[src/rtl/suk_pkg.sv]
package suk_pkg;

  localparam int unsigned DEPTH_DEFAULT = 32;
  localparam int unsigned KEY_W         = 32;
  localparam int unsigned CAP_W         = 6;
  localparam int unsigned POS_W         = 5;
  localparam int unsigned LIM_W         = 7;
  localparam int unsigned TDATA_OUT_W   = 40;

  localparam logic [CAP_W-1:0] CAP_RESET = 6'd32;

  typedef enum logic [1:0] {
    OP_INSERT = 2'd0,
    OP_REMOVE = 2'd1,
    OP_SEARCH = 2'd2,
    OP_DUMP   = 2'd3
  } op_e;

  typedef enum logic [2:0] {
    ST_DONE      = 3'd0,
    ST_DUP       = 3'd1,
    ST_FULL      = 3'd2,
    ST_NOT_FOUND = 3'd3,
    ST_EMPTY     = 3'd4,
    ST_DUMP      = 3'd5
  } status_e;

  typedef struct packed {
    status_e          status;
    logic             found;
    logic [POS_W-1:0] pos;
    logic [KEY_W-1:0] value;
    logic             last;
  } res_t;

endpackage

[src/rtl/suk_ram.sv]
module suk_ram #(
  parameter int unsigned WIDTH = 32,
  parameter int unsigned DEPTH = 32
) (
  input  logic                     clk_i,
  input  logic                     we_i,
  input  logic [$clog2(DEPTH)-1:0] waddr_i,
  input  logic [WIDTH-1:0]         wdata_i,
  input  logic [$clog2(DEPTH)-1:0] raddr_i,
  output logic [WIDTH-1:0]         rdata_o
);

  logic [WIDTH-1:0] mem_q [DEPTH];

  always_ff @(posedge clk_i) begin
    if (we_i) begin
      mem_q[waddr_i] <= wdata_i;
    end
    rdata_o <= mem_q[raddr_i];
  end

endmodule

[src/rtl/suk_obuf.sv]
module suk_obuf (
  input  logic          clk_i,
  input  logic          rst_ni,
  input  logic          res_valid_i,
  input  suk_pkg::res_t res_i,
  output logic          res_ready_o,
  output logic          out_valid_o,
  output suk_pkg::res_t out_o,
  input  logic          out_ready_i
);

  logic          valid_q, valid_d;
  suk_pkg::res_t data_q;
  logic          push;

  assign res_ready_o = !valid_q || out_ready_i;
  assign push        = res_valid_i && res_ready_o;
  assign valid_d     = push || (valid_q && !out_ready_i);

  always_ff @(posedge clk_i or negedge rst_ni) begin
    if (!rst_ni) begin
      valid_q <= 1'b0;
    end else begin
      valid_q <= valid_d;
    end
  end

  always_ff @(posedge clk_i) begin
    if (push) begin
      data_q <= res_i;
    end
  end

  assign out_valid_o = valid_q;
  assign out_o       = data_q;

endmodule

[src/rtl/suk_seq.sv]
module suk_seq #(
  parameter int unsigned DEPTH = suk_pkg::DEPTH_DEFAULT
) (
  input  logic                              clk_i,
  input  logic                              rst_ni,
  input  logic                              cfg_we_i,
  input  logic [suk_pkg::CAP_W-1:0]         cfg_wdata_i,
  input  logic                              in_valid_i,
  output logic                              in_ready_o,
  input  suk_pkg::op_e                      in_op_i,
  input  logic signed [suk_pkg::KEY_W-1:0]  in_key_i,
  output logic                              res_valid_o,
  output suk_pkg::res_t                     res_o,
  input  logic                              res_ready_i,
  output logic                              mem_we_o,
  output logic [$clog2(DEPTH)-1:0]          mem_waddr_o,
  output logic [suk_pkg::KEY_W-1:0]         mem_wdata_o,
  output logic [$clog2(DEPTH)-1:0]          mem_raddr_o,
  input  logic [suk_pkg::KEY_W-1:0]         mem_rdata_i
);

  localparam int unsigned AW = $clog2(DEPTH);
  localparam int unsigned CW = $clog2(DEPTH + 1);

  typedef enum logic [3:0] {
    S_IDLE = 4'b0001,
    S_SCAN = 4'b0010,
    S_DUMP = 4'b0100,
    S_RESP = 4'b1000
  } state_e;

  state_e                           state_q, state_d;
  suk_pkg::op_e                     op_q, op_d;
  logic signed [suk_pkg::KEY_W-1:0] key_q, key_d;
  logic [CW-1:0]                    idx_q, idx_d;
  logic [CW-1:0]                    cnt_q, cnt_d;
  logic [suk_pkg::CAP_W-1:0]        cap_q;
  logic                             flag_q, flag_d;
  logic [suk_pkg::KEY_W-1:0]        carry_q, carry_d;
  logic [suk_pkg::POS_W-1:0]        pos_q, pos_d;
  suk_pkg::res_t                    res_q, res_d;

  logic [CW-1:0]                    idx_inc;
  logic                             at_end;
  logic signed [suk_pkg::KEY_W-1:0] rd;
  logic                             eq, rd_lt_key, key_lt_rd;
  logic [suk_pkg::LIM_W-1:0]        lim;
  logic                             full;

  assign idx_inc   = idx_q + 1'b1;
  assign at_end    = (idx_q == cnt_q);
  assign rd        = $signed(mem_rdata_i);
  assign eq        = (rd == key_q);
  assign rd_lt_key = (rd < key_q);
  assign key_lt_rd = (key_q < rd);
  assign lim       = (suk_pkg::LIM_W'(cap_q) < suk_pkg::LIM_W'(DEPTH))
                   ? suk_pkg::LIM_W'(cap_q) : suk_pkg::LIM_W'(DEPTH);
  assign full      = (suk_pkg::LIM_W'(cnt_q) >= lim);
  assign in_ready_o = (state_q == S_IDLE);

  function automatic suk_pkg::res_t mk_res(suk_pkg::status_e st, logic fnd,
                                           logic [suk_pkg::POS_W-1:0] p);
    suk_pkg::res_t r;
    r.status = st;
    r.found  = fnd;
    r.pos    = p;
    r.value  = '0;
    r.last   = 1'b1;
    return r;
  endfunction

  always_comb begin
    state_d     = state_q;
    op_d        = op_q;
    key_d       = key_q;
    idx_d       = idx_q;
    cnt_d       = cnt_q;
    flag_d      = flag_q;
    carry_d     = carry_q;
    pos_d       = pos_q;
    res_d       = res_q;
    mem_we_o    = 1'b0;
    mem_waddr_o = idx_q[AW-1:0];
    mem_wdata_o = carry_q;
    mem_raddr_o = '0;
    res_valid_o = 1'b0;
    res_o       = res_q;

    unique case (state_q)
      S_IDLE: begin
        if (in_valid_i) begin
          op_d   = in_op_i;
          key_d  = in_key_i;
          idx_d  = '0;
          flag_d = 1'b0;
          unique case (in_op_i)
            suk_pkg::OP_INSERT: begin
              if (full) begin
                res_d   = mk_res(suk_pkg::ST_FULL, 1'b0, '0);
                state_d = S_RESP;
              end else begin
                state_d = S_SCAN;
              end
            end
            suk_pkg::OP_REMOVE: begin
              if (cnt_q == '0) begin
                res_d   = mk_res(suk_pkg::ST_EMPTY, 1'b0, '0);
                state_d = S_RESP;
              end else begin
                state_d = S_SCAN;
              end
            end
            suk_pkg::OP_SEARCH: begin
              state_d = S_SCAN;
            end
            suk_pkg::OP_DUMP: begin
              if (cnt_q == '0) begin
                res_d   = mk_res(suk_pkg::ST_EMPTY, 1'b0, '0);
                state_d = S_RESP;
              end else begin
                state_d = S_DUMP;
              end
            end
          endcase
        end
      end

      S_SCAN: begin
        mem_raddr_o = idx_inc[AW-1:0];
        unique case (op_q)
          suk_pkg::OP_INSERT: begin
            if (!flag_q) begin
              if (at_end || !rd_lt_key) begin
                if (!at_end && eq) begin
                  res_d   = mk_res(suk_pkg::ST_DUP, 1'b1, suk_pkg::POS_W'(idx_q));
                  state_d = S_RESP;
                end else begin
                  mem_we_o    = 1'b1;
                  mem_wdata_o = key_q;
                  carry_d     = mem_rdata_i;
                  flag_d      = 1'b1;
                  pos_d       = suk_pkg::POS_W'(idx_q);
                  if (at_end) begin
                    cnt_d   = cnt_q + 1'b1;
                    res_d   = mk_res(suk_pkg::ST_DONE, 1'b0, suk_pkg::POS_W'(idx_q));
                    state_d = S_RESP;
                  end else begin
                    idx_d = idx_inc;
                  end
                end
              end else begin
                idx_d = idx_inc;
              end
            end else begin
              mem_we_o    = 1'b1;
              mem_wdata_o = carry_q;
              carry_d     = mem_rdata_i;
              if (at_end) begin
                cnt_d   = cnt_q + 1'b1;
                res_d   = mk_res(suk_pkg::ST_DONE, 1'b0, pos_q);
                state_d = S_RESP;
              end else begin
                idx_d = idx_inc;
              end
            end
          end
          suk_pkg::OP_REMOVE: begin
            if (!flag_q) begin
              if (at_end || key_lt_rd) begin
                res_d   = mk_res(suk_pkg::ST_NOT_FOUND, 1'b0, '0);
                state_d = S_RESP;
              end else begin
                if (eq) begin
                  flag_d = 1'b1;
                  pos_d  = suk_pkg::POS_W'(idx_q);
                end
                idx_d = idx_inc;
              end
            end else begin
              if (at_end) begin
                cnt_d   = cnt_q - 1'b1;
                res_d   = mk_res(suk_pkg::ST_DONE, 1'b1, pos_q);
                state_d = S_RESP;
              end else begin
                mem_we_o    = 1'b1;
                mem_waddr_o = AW'(idx_q - 1'b1);
                mem_wdata_o = mem_rdata_i;
                idx_d       = idx_inc;
              end
            end
          end
          suk_pkg::OP_SEARCH: begin
            if (at_end || key_lt_rd) begin
              res_d   = mk_res(suk_pkg::ST_NOT_FOUND, 1'b0, '0);
              state_d = S_RESP;
            end else if (eq) begin
              res_d   = mk_res(suk_pkg::ST_DONE, 1'b1, suk_pkg::POS_W'(idx_q));
              state_d = S_RESP;
            end else begin
              idx_d = idx_inc;
            end
          end
          default: begin
            state_d = S_IDLE;
          end
        endcase
      end

      S_DUMP: begin
        res_valid_o  = 1'b1;
        res_o.status = suk_pkg::ST_DUMP;
        res_o.found  = 1'b0;
        res_o.pos    = suk_pkg::POS_W'(idx_q);
        res_o.value  = mem_rdata_i;
        res_o.last   = (idx_inc == cnt_q);
        if (res_ready_i) begin
          mem_raddr_o = idx_inc[AW-1:0];
          if (idx_inc == cnt_q) begin
            state_d = S_IDLE;
          end else begin
            idx_d = idx_inc;
          end
        end else begin
          mem_raddr_o = idx_q[AW-1:0];
        end
      end

      S_RESP: begin
        res_valid_o = 1'b1;
        if (res_ready_i) begin
          state_d = S_IDLE;
        end
      end

      default: begin
        state_d = S_IDLE;
      end
    endcase
  end

  always_ff @(posedge clk_i or negedge rst_ni) begin
    if (!rst_ni) begin
      state_q <= S_IDLE;
      cnt_q   <= '0;
      cap_q   <= suk_pkg::CAP_RESET;
      flag_q  <= 1'b0;
    end else begin
      state_q <= state_d;
      cnt_q   <= cnt_d;
      flag_q  <= flag_d;
      if (cfg_we_i) begin
        cap_q <= cfg_wdata_i;
      end
    end
  end

  always_ff @(posedge clk_i) begin
    op_q    <= op_d;
    key_q   <= key_d;
    idx_q   <= idx_d;
    carry_q <= carry_d;
    pos_q   <= pos_d;
    res_q   <= res_d;
  end

endmodule

[src/rtl/sorted_unique_key_list_top.sv]
// Sorted list of unique signed 32-bit keys held in one DEPTH x 32 RAM.
// Input stream: s_axis_tuser carries the operation (insert, remove, search,
// dump), s_axis_tdata the key. One transaction is taken at a time; tready is
// high only while the sequencer is idle.
// Output stream: one result per insert, remove or search; a dump gives one
// result per stored key (tlast on the last) or a single empty result.
// Insert and remove walk the RAM one entry a cycle through its single read
// port; search stops at the first key not below the target; a dump gives one
// key per cycle while the output is not stalled. Full, empty and empty-dump
// cases give their result without a walk. A result waits in the output
// register, and the next transaction is accepted while it waits.
// When the receiver stalls, a dump holds its RAM read address and resumes at
// the same key; other operations hold their result until taken.
// Reset clears the key count and sets capacity to 32; RAM contents are not
// cleared and need no clearing pass. cfg_we_i writes capacity; write it only
// while idle.
module sorted_unique_key_list_top #(
  parameter int unsigned DEPTH = suk_pkg::DEPTH_DEFAULT
) (
  input  logic                                  clk_i,
  input  logic                                  rst_ni,
  input  logic                                  cfg_we_i,
  input  logic [suk_pkg::CAP_W-1:0]             cfg_wdata_i,
  input  logic                                  s_axis_tvalid,
  output logic                                  s_axis_tready,
  // [31:0] key
  input  logic [suk_pkg::KEY_W-1:0]             s_axis_tdata,
  // [1:0] operation
  input  logic [1:0]                            s_axis_tuser,
  output logic                                  m_axis_tvalid,
  input  logic                                  m_axis_tready,
  // [0] found, [5:1] position, [37:6] value, [39:38] zero
  output logic [suk_pkg::TDATA_OUT_W-1:0]       m_axis_tdata,
  // [2:0] status
  output logic [2:0]                            m_axis_tuser,
  output logic                                  m_axis_tlast
);

  localparam int unsigned AW = $clog2(DEPTH);

  logic                      mem_we;
  logic [AW-1:0]             mem_waddr;
  logic [suk_pkg::KEY_W-1:0] mem_wdata;
  logic [AW-1:0]             mem_raddr;
  logic [suk_pkg::KEY_W-1:0] mem_rdata;

  logic          res_valid;
  logic          res_ready;
  suk_pkg::res_t res;
  suk_pkg::res_t out;

  suk_ram #(
    .WIDTH (suk_pkg::KEY_W),
    .DEPTH (DEPTH)
  ) u_ram (
    .clk_i   (clk_i),
    .we_i    (mem_we),
    .waddr_i (mem_waddr),
    .wdata_i (mem_wdata),
    .raddr_i (mem_raddr),
    .rdata_o (mem_rdata)
  );

  suk_seq #(
    .DEPTH (DEPTH)
  ) u_seq (
    .clk_i       (clk_i),
    .rst_ni      (rst_ni),
    .cfg_we_i    (cfg_we_i),
    .cfg_wdata_i (cfg_wdata_i),
    .in_valid_i  (s_axis_tvalid),
    .in_ready_o  (s_axis_tready),
    .in_op_i     (suk_pkg::op_e'(s_axis_tuser)),
    .in_key_i    ($signed(s_axis_tdata)),
    .res_valid_o (res_valid),
    .res_o       (res),
    .res_ready_i (res_ready),
    .mem_we_o    (mem_we),
    .mem_waddr_o (mem_waddr),
    .mem_wdata_o (mem_wdata),
    .mem_raddr_o (mem_raddr),
    .mem_rdata_i (mem_rdata)
  );

  suk_obuf u_obuf (
    .clk_i       (clk_i),
    .rst_ni      (rst_ni),
    .res_valid_i (res_valid),
    .res_i       (res),
    .res_ready_o (res_ready),
    .out_valid_o (m_axis_tvalid),
    .out_o       (out),
    .out_ready_i (m_axis_tready)
  );

  assign m_axis_tdata = {2'b00, out.value, out.pos, out.found};
  assign m_axis_tuser = out.status;
  assign m_axis_tlast = out.last;

endmodule

[config.mk]
export PLATFORM = sky130hd
export DESIGN_NAME = sorted_unique_key_list_top
export DESIGN_NICKNAME = d
export VERILOG_FILES = /design/src/rtl/suk_pkg.sv /design/src/rtl/suk_ram.sv /design/src/rtl/suk_obuf.sv /design/src/rtl/suk_seq.sv /design/src/rtl/sorted_unique_key_list_top.sv
export SDC_FILE = /design/constraint.sdc
export NUM_CORES = 2
export LEC_CHECK = 0
export ABC_CLOCK_PERIOD_IN_PS = 7440
export CAP_MARGIN = 30
export CELL_PAD_IN_SITES_DETAIL_PLACEMENT = 1
export CELL_PAD_IN_SITES_GLOBAL_PLACEMENT = 2
export CORE_MARGIN = 10
export CORE_UTILIZATION = 40
export CTS_CLUSTER_DIAMETER = 150
export CTS_CLUSTER_SIZE = 12
export DETAILED_ROUTE_END_ITERATION = 10
export DONT_BUFFER_PORTS = 1
export PLACE_DENSITY_LB_ADDON = 0.1
export SYNTH_ARGS = -nofsm -noshare
export SYNTH_HDL_FRONTEND = slang
export SYNTH_SLANG_ARGS = --single-unit
[constraint.sdc]
create_clock -name clk_i -period 7.44 [get_ports clk_i]
set_input_delay 1.488 -clock clk_i [delete_from_list [all_inputs] [get_ports clk_i]]
set_output_delay 1.488 -clock clk_i [all_outputs]
set_load 0.01 [all_outputs]
### Word level (Yosys, flattened, before mapping)

Memories as Yosys holds them, arrays and structs flattened. A register that Yosys moved wholly into a read port is not among the register bits.
Index checks and enable logic that the tools add are counted.

| storage, ports and cells | value |
|---|---|
| register bits after elaboration | 179 |
| RAM bits | 1024 |
| input port bits | 45 |
| memories | 1 |

| cells by class | value |
|---|---|
| add/subtract/negate cells | 4 |
| order comparisons | 4 |
| equality and inequality tests | 43 |
| muxes and demuxes | 95 |
| reductions and logical operators | 28 |

Memory list:

| name | words | width | rd ports | clocked after memory_dff | write ports | RTL line | text |
|---|---|---|---|---|---|---|---|
| u_ram.mem_q | 32 | 32 | 1 | 1 | 1 | suk_ram.sv:13 | `logic [WIDTH-1:0] mem_q [DEPTH];` |

Operators by type and width:

| cell | count |
|---|---|
| 2-to-1 mux 42 bit | 13 |
| 2-to-1 mux 32 bit | 9 |
| one-hot mux 42 bit (2 select lines) | 2 |
| one-hot mux 42 bit (3 select lines) | 1 |
| 2-to-1 mux 6 bit | 18 |
| < comparator 32 bit | 2 |
| one-hot mux 32 bit (2 select lines) | 1 |
| 2-to-1 mux 4 bit | 15 |
| 2-to-1 mux 5 bit | 11 |
| 2-to-1 mux 38 bit | 1 |
| one-hot mux 6 bit (3 select lines) | 2 |
| equality test 32 bit | 1 |
| one-hot mux 4 bit (4 select lines) | 2 |
| one-hot mux 5 bit (2 select lines) | 2 |
| inequality test 2 x 1 -> 1 bit (second input constant) | 8 |
| inequality test 4 x 2 -> 1 bit (second input constant) | 4 |
| 2-to-1 mux 1 bit | 13 |
| adder 6 x 1 -> 6 bit (second input constant) | 2 |
| equality test 6 bit | 2 |
| inequality test 2 bit (second input constant) | 6 |
| inequality test 3 x 2 -> 1 bit (second input constant) | 4 |
| one-hot mux 4 bit (3 select lines) | 1 |
| one-hot mux 6 bit (2 select lines) | 1 |
| AND reduction 12 bit | 1 |
| 31 further kinds | 52 |

### Longest topological paths before layout

| depth | value |
|---|---|
| depth after elaboration | 10 |
| depth in mapped cells | 14 |

### Modules after synthesis

From an unflattened synthesis, not the netlist that was laid out.

| unflattened totals | value |
|---|---|
| cells, all modules | 3005 |
| area total of the unflattened synthesis | 48521.5 um^2 |

By module, submodules not included:

| module | instances | cells each | area an instance (um^2) | sequential area each (um^2) |
|---|---|---|---|---|
| suk_ram | 1 | 2260 | 40492.6 | 31390.1 |
| suk_seq | 1 | 696 | 6695.2 | 3010.4 |
| suk_obuf | 1 | 46 | 1315.0 | 1286.2 |
| sorted_unique_key_list_top | 1 | 3 | 18.8 | 0.0 |

### Worst setup path after synthesis

Ideal clock, no wire load.

| path | value |
|---|---|
| path kind | reg-to-reg |
| from | reg u_seq.key_q[31] in the netlist's numbering |
| to | mem u_ram.mem_q[17][0], enable pin |
| arrival time | 7240 ps |
| required time | 7019 ps |
| path slack | -221 ps |
| stages on the path, launching flop included | 11 |
| buffers on the path | 0 |
| cells stage by stage | edfxtp_1 > inv_1 > ha_1 > nand4_1 > nor2_1 > a221oi_1 > and2_1 > nor3_1 > nor4_1 > a41oi_1 > nor2_1 |

| on the way | value |
|---|---|
| cells in the longest elaborated chain, start to end | 9 |

Ends and longest elaborated chain:

| item | RTL line | text |
|---|---|---|
| from (decl) | suk_seq.sv:34 | `logic signed [suk_pkg::KEY_W-1:0] key_q, key_d;` |
| from (signal assigned) | suk_seq.sv:259 | `key_q <= key_d;` |
| < comparator 32 bit or equality test 32 bit (tied branches) | suk_seq.sv:54, suk_seq.sv:53 |  |
| logical NOT 1 bit or logical AND 1 bit (tied branches) | suk_seq.sv:133, suk_seq.sv:134 |  |
| logical OR 1 bit or 2-to-1 mux 1 bit (tied branches) | suk_seq.sv:133, suk_seq.sv:134 |  |
| 2-to-1 mux 1 bit (*) | suk_seq.sv:133 | `if (at_end \|\| !rd_lt_key) begin` |
| 2-to-1 mux 1 bit (*) | suk_seq.sv:132 | `if (!flag_q) begin` |
| one-hot mux 1 bit (2 select lines) (*) | suk_seq.sv:130 | `unique case (op_q)` |
| 2-to-1 mux 1 bit (*) | suk_seq.sv:89 | `unique case (state_q)` |
| 2-to-1 mux 1 bit (*) | suk_ram.sv:16 | `if (we_i) begin` |
| 2-to-1 mux 1 bit (implied by the code) (*) | suk_ram.sv:17 | `mem_q[waddr_i] <= wdata_i;` |
| to (decl) | suk_ram.sv:13 |  |

Mark *: on every way between the ends. The rest lies on a longest branch, timed or not.

### Final worst setup path

| path | value |
|---|---|
| from | reg u_seq.op_q[1] |
| to | mem u_ram.mem_q[2][12], enable pin |

| on the way | value |
|---|---|
| cells in the longest elaborated chain, start to end | 5 |

Ends and longest elaborated chain:

| item | RTL line | text |
|---|---|---|
| from (decl) | suk_seq.sv:33 | `suk_pkg::op_e op_q, op_d;` |
| from (signal assigned) | suk_seq.sv:258 | `op_q <= op_d;` |
| equality test 2 x 1 -> 1 bit or logical NOT 2 bit (tied branches) | suk_seq.sv:130 |  |
| one-hot mux 1 bit (2 select lines) | suk_seq.sv:130 |  |
| 2-to-1 mux 1 bit | suk_seq.sv:89 |  |
| 2-to-1 mux 1 bit | suk_ram.sv:16 |  |
| 2-to-1 mux 1 bit (implied by the code) | suk_ram.sv:17 |  |

Parallel ways exist; a longest one is shown, timed or not.

==> metrics.md <==
| Metric | Value |
|---|---|
| Clk buf depth | `3` |
| Cell count after synthesis | `3476` |
| Total GRT Usage | `0.228` |
| DR pass1 iterations | `6` |
| Number of max-cap violations | `0` |
| Yosys Warn Count | `0` |
| Post-route setup slack | `2130 ps` |
| Die X | `367 µm` |
| Share of cells above drive strength 1 | `0.0979` |
| Crit path time final | `5310 ps` |
| CP max-delay cell | `nor2_4` |
| Reg-to-reg slack, setup | `2130 ps` |
| Setup Buffers After CTS | `0` |
| Sw power | `5230 µW` |
| # port buffers | `0` |
| Avg Vias per Cell | `5.77` |
| CP delay by family, top | `simple AND/OR/NAND/NOR gates` |
| Worst min path class | `reg -> reg` |
| Max-slew headroom | `0.254` |
| Initial antenna violation count | `27` |
| Antenna viol nets, final | `0` |
| Clock share of power | `0.315` |
| Number of global-route vias before repair | `30400` |
| Period utilization | `0.714` |
| Slew @ Worst Pin | `1120 ps` |
| Hold Vio Cnt, Final | `0` |
| Main synth FF type | `edfxtp_1` |
| Row Count | `127` |
| Commonest non-fill, non-tap cells in the layout | `edfxtp_1 (1152), nand2_1 (885), nand3_1 (301), clkbuf_16 (115), nand4_1 (104)` |
| CTS tree | `built` |
| Drt drc | `0` |
| Pwr Density | `312 nW/µm²` |
| CP Class | `reg -> reg` |
| Synthesized area | `48100 µm²` |
| Total CTS buffers | `110` |
| Root Driver | `clkbuf_16` |
| Reg2reg path depth | `10` |
| Core Area | `120000 µm²` |
| H-Tree Level Count | `3` |
| Clock sink count | `1202` |
| Post-CTS sizing | `0` |
| Logic gate share of total power | `0.208` |
| Final core utilization | `0.452` |
| Top-Level Pins | `91` |
| Crit path depth | `10` |
| Synth Register Bits | `1202` |
| WP data required | `7770 ps` |
| Die Span Y | `367 µm` |
| Pleak | `0.0175 µW` |
| GP Congestion | `0.811` |
| Fin area | `54100 µm²` |
| Async S/R FF share, synth | `0.0150` |
| First-pass GRT wire length | `225000 µm` |
| Fin nets | `3598` |
| FILL cells | `11900` |
| Crit-path cells | `inv_1 > ha_1 > clkinv_1 > nor2_1 > nand3_1 > or4_1 > xnor2_1 > or2_2 > nor2_4 > buf_4` |
| HPWL Detailed | `95300 µm` |
| Post-Route WL | `158000 µm` |
| Clock Latency Late Sink | `730 ps` |
| Initial DRC count | `2827` |
| Avg Cell Area, Syn | `13.8 µm²` |
| Gr ovfl total | `0` |
| Buf/Inv on CP | `3` |
| Hold path depth | `0` |
| Status | `finished clean` |
| CP endpoint kind | `flip-flop` |
| Max-slew violation count | `0` |
| Fmax | `188 MHz` |
| Routed via count | `30100` |
| Seq/Total Area, Yosys | `0.742` |
| Placed cell area | `50800 µm²` |
| Hold Buf Count CTS | `0` |
| Final setup fails | `0` |
| Post-Place Setup Slack | `2070 ps` |
| Commonest non-fill, non-tap cell in the layout | `edfxtp_1` |
| Largest stage delay, worst path | `710 ps` |
| Total negative slack | `0 ps` |
| Die area | `135000 µm²` |
| Sw Share | `0.310` |
| Max VDD drop | `0.217 mV` |
| Design internal power | `11600 µW` |
| CP arrival | `5640 ps` |
| EDFF count, synth | `1152` |
| Clock Pin Slew Worst Setup and Hold Paths | `70 ps` |
| Multi-input gate area | `11700 µm²` |
| FF+latch area | `35700 µm²` |
| RSZ-0062 raised after global routing | `no` |
| Initial Utilization | `0.402` |
| Largest net degree at the start of global routing | `161` |
| Cell variety after synth | `73` |
| Final setup skew | `46.4 ps` |
| Worst setup SP type | `flip-flop` |
| CP max FO | `19` |
| Area delta synth->final | `12.3%` |
| Drt wl/cell | `30.3 µm` |
| Sequential power share | `0.478` |
[cell families after synthesis]
family	count (synthesis)	synth area share
other	1	0.0000779
buffers and inverters	258	0.0239
AOI/OAI and AO/OA	388	0.0574
DFF	1202	0.742
adders and majority gates	49	0.0129
and+or+nand+nor	1483	0.136
muxes	76	0.0243
xor gates and xnor gates	19	0.00346
[final timing paths]
check	to	from
min in group asynchronous	u_seq.cap_q[3]$_DFFE_PN0P_	rst_ni
setup / recovery	u_ram.mem_q[2][12]$_DFFE_PP_	u_seq.op_q[1]$_DFFE_PP_
hold / removal	u_seq.carry_q[0]$_DFFE_PP_	u_ram.rdata_o[0]$_DFF_P_
max in group asynchronous	u_seq.state_q[0]$_DFFE_PN1P_	rst_ni
hold reg to reg	u_seq.carry_q[0]$_DFFE_PP_	u_ram.rdata_o[0]$_DFF_P_
setup reg to reg	u_ram.mem_q[2][12]$_DFFE_PP_	u_seq.op_q[1]$_DFFE_PP_
[stage by stage]
stage          hold WS (ps)  power (µW)  cells
2_1_floorplan           408       10100   3477
3_3_place_gp            426       11600   4983
3_5_place_dp            426       11700   4999
4_1_cts                 397       17000   5194
5_1_grt                 412       17500   5200
6_report                445       16800   5213
[power groups by stage]
stage | sequential [µW] | clock (µW) | combinational, µW
after floorplan | 8080 | 0 | 2060
after global placement | 8180 | 0 | 3430
after detailed placement | 8200 | 0 | 3490
after CTS | 8050 | 5430 | 3500
after global routing | 8080 | 5680 | 3770
final | 8050 | 5300 | 3500
[worst register-to-register path: stages, from the launching register on]
cell	delay, ps
edfxtp_1	420
inv_1	110
ha_1	520
clkinv_1	470
nor2_1	470
nand3_1	360
or4_1	590
xnor2_1	230
or2_2	440
nor2_4	710
buf_4	580
[flip-flops by register name, summed over array words and instances, names as in the netlist]
| signal | count |
|---|---|
| u_ram.mem_q | 1024 |
| u_obuf.out_o | 42 |
| u_ram.rdata_o | 32 |
| u_seq.carry_q | 32 |
| u_seq.key_q | 32 |
| u_seq.res_q | 9 |
| u_seq.cap_q | 6 |
| u_seq.cnt_q | 6 |
| u_seq.idx_q | 6 |
| u_seq.pos_q | 5 |
| u_seq.state_q | 4 |
| u_seq.op_q | 2 |
| u_obuf.out_valid_o | 1 |
| u_seq.flag_q | 1 |
[cell type report]
cell class                 count  area share
clock inverter                 4    0.000903
inverter                      52     0.00361
tap                         1612      0.0373
timing repair buffer         121      0.0236
sequential                  1202       0.660
clock buffer                 191      0.0577
multi-input combinational   2017       0.216
antenna                       14    0.000648
[per-layer routing]
layer | part of all wire | vias to the layer above | GRT usage
met5 | 0.00049 | - | 0
met4 | 0.026 | 12 | 0.0621
met3 | 0.060 | 227 | 0.0367
met2 | 0.47 | 904 | 0.371
met1 | 0.44 | 15900 | 0.316
li1 | - | 13100 | -
[cells in the mapped netlist (16+ instances only)]
cell type | instances | area share
nor2_1 | 69 | 0.0054
nand2_1 | 887 | 0.069
o2111ai_1 | 32 | 0.0058
dfrtp_1 | 16 | 0.0083
clkbuf_1 | 102 | 0.0080
a221o_1 | 32 | 0.0067
nand3_1 | 301 | 0.031
o21ai_0 | 28 | 0.0029
buf_2 | 86 | 0.0089
and2_1 | 68 | 0.0088
edfxtp_1 | 1152 | 0.72
mux4_2 | 32 | 0.015
mux2i_1 | 36 | 0.0075
a21oi_1 | 99 | 0.010
a32oi_1 | 65 | 0.012
inv_1 | 51 | 0.0040
nand4_1 | 104 | 0.014
ha_1 | 48 | 0.012
a31oi_1 | 67 | 0.0087
dfxtp_1 | 32 | 0.013
Note: power is estimated with default switching activity, not from simulation.
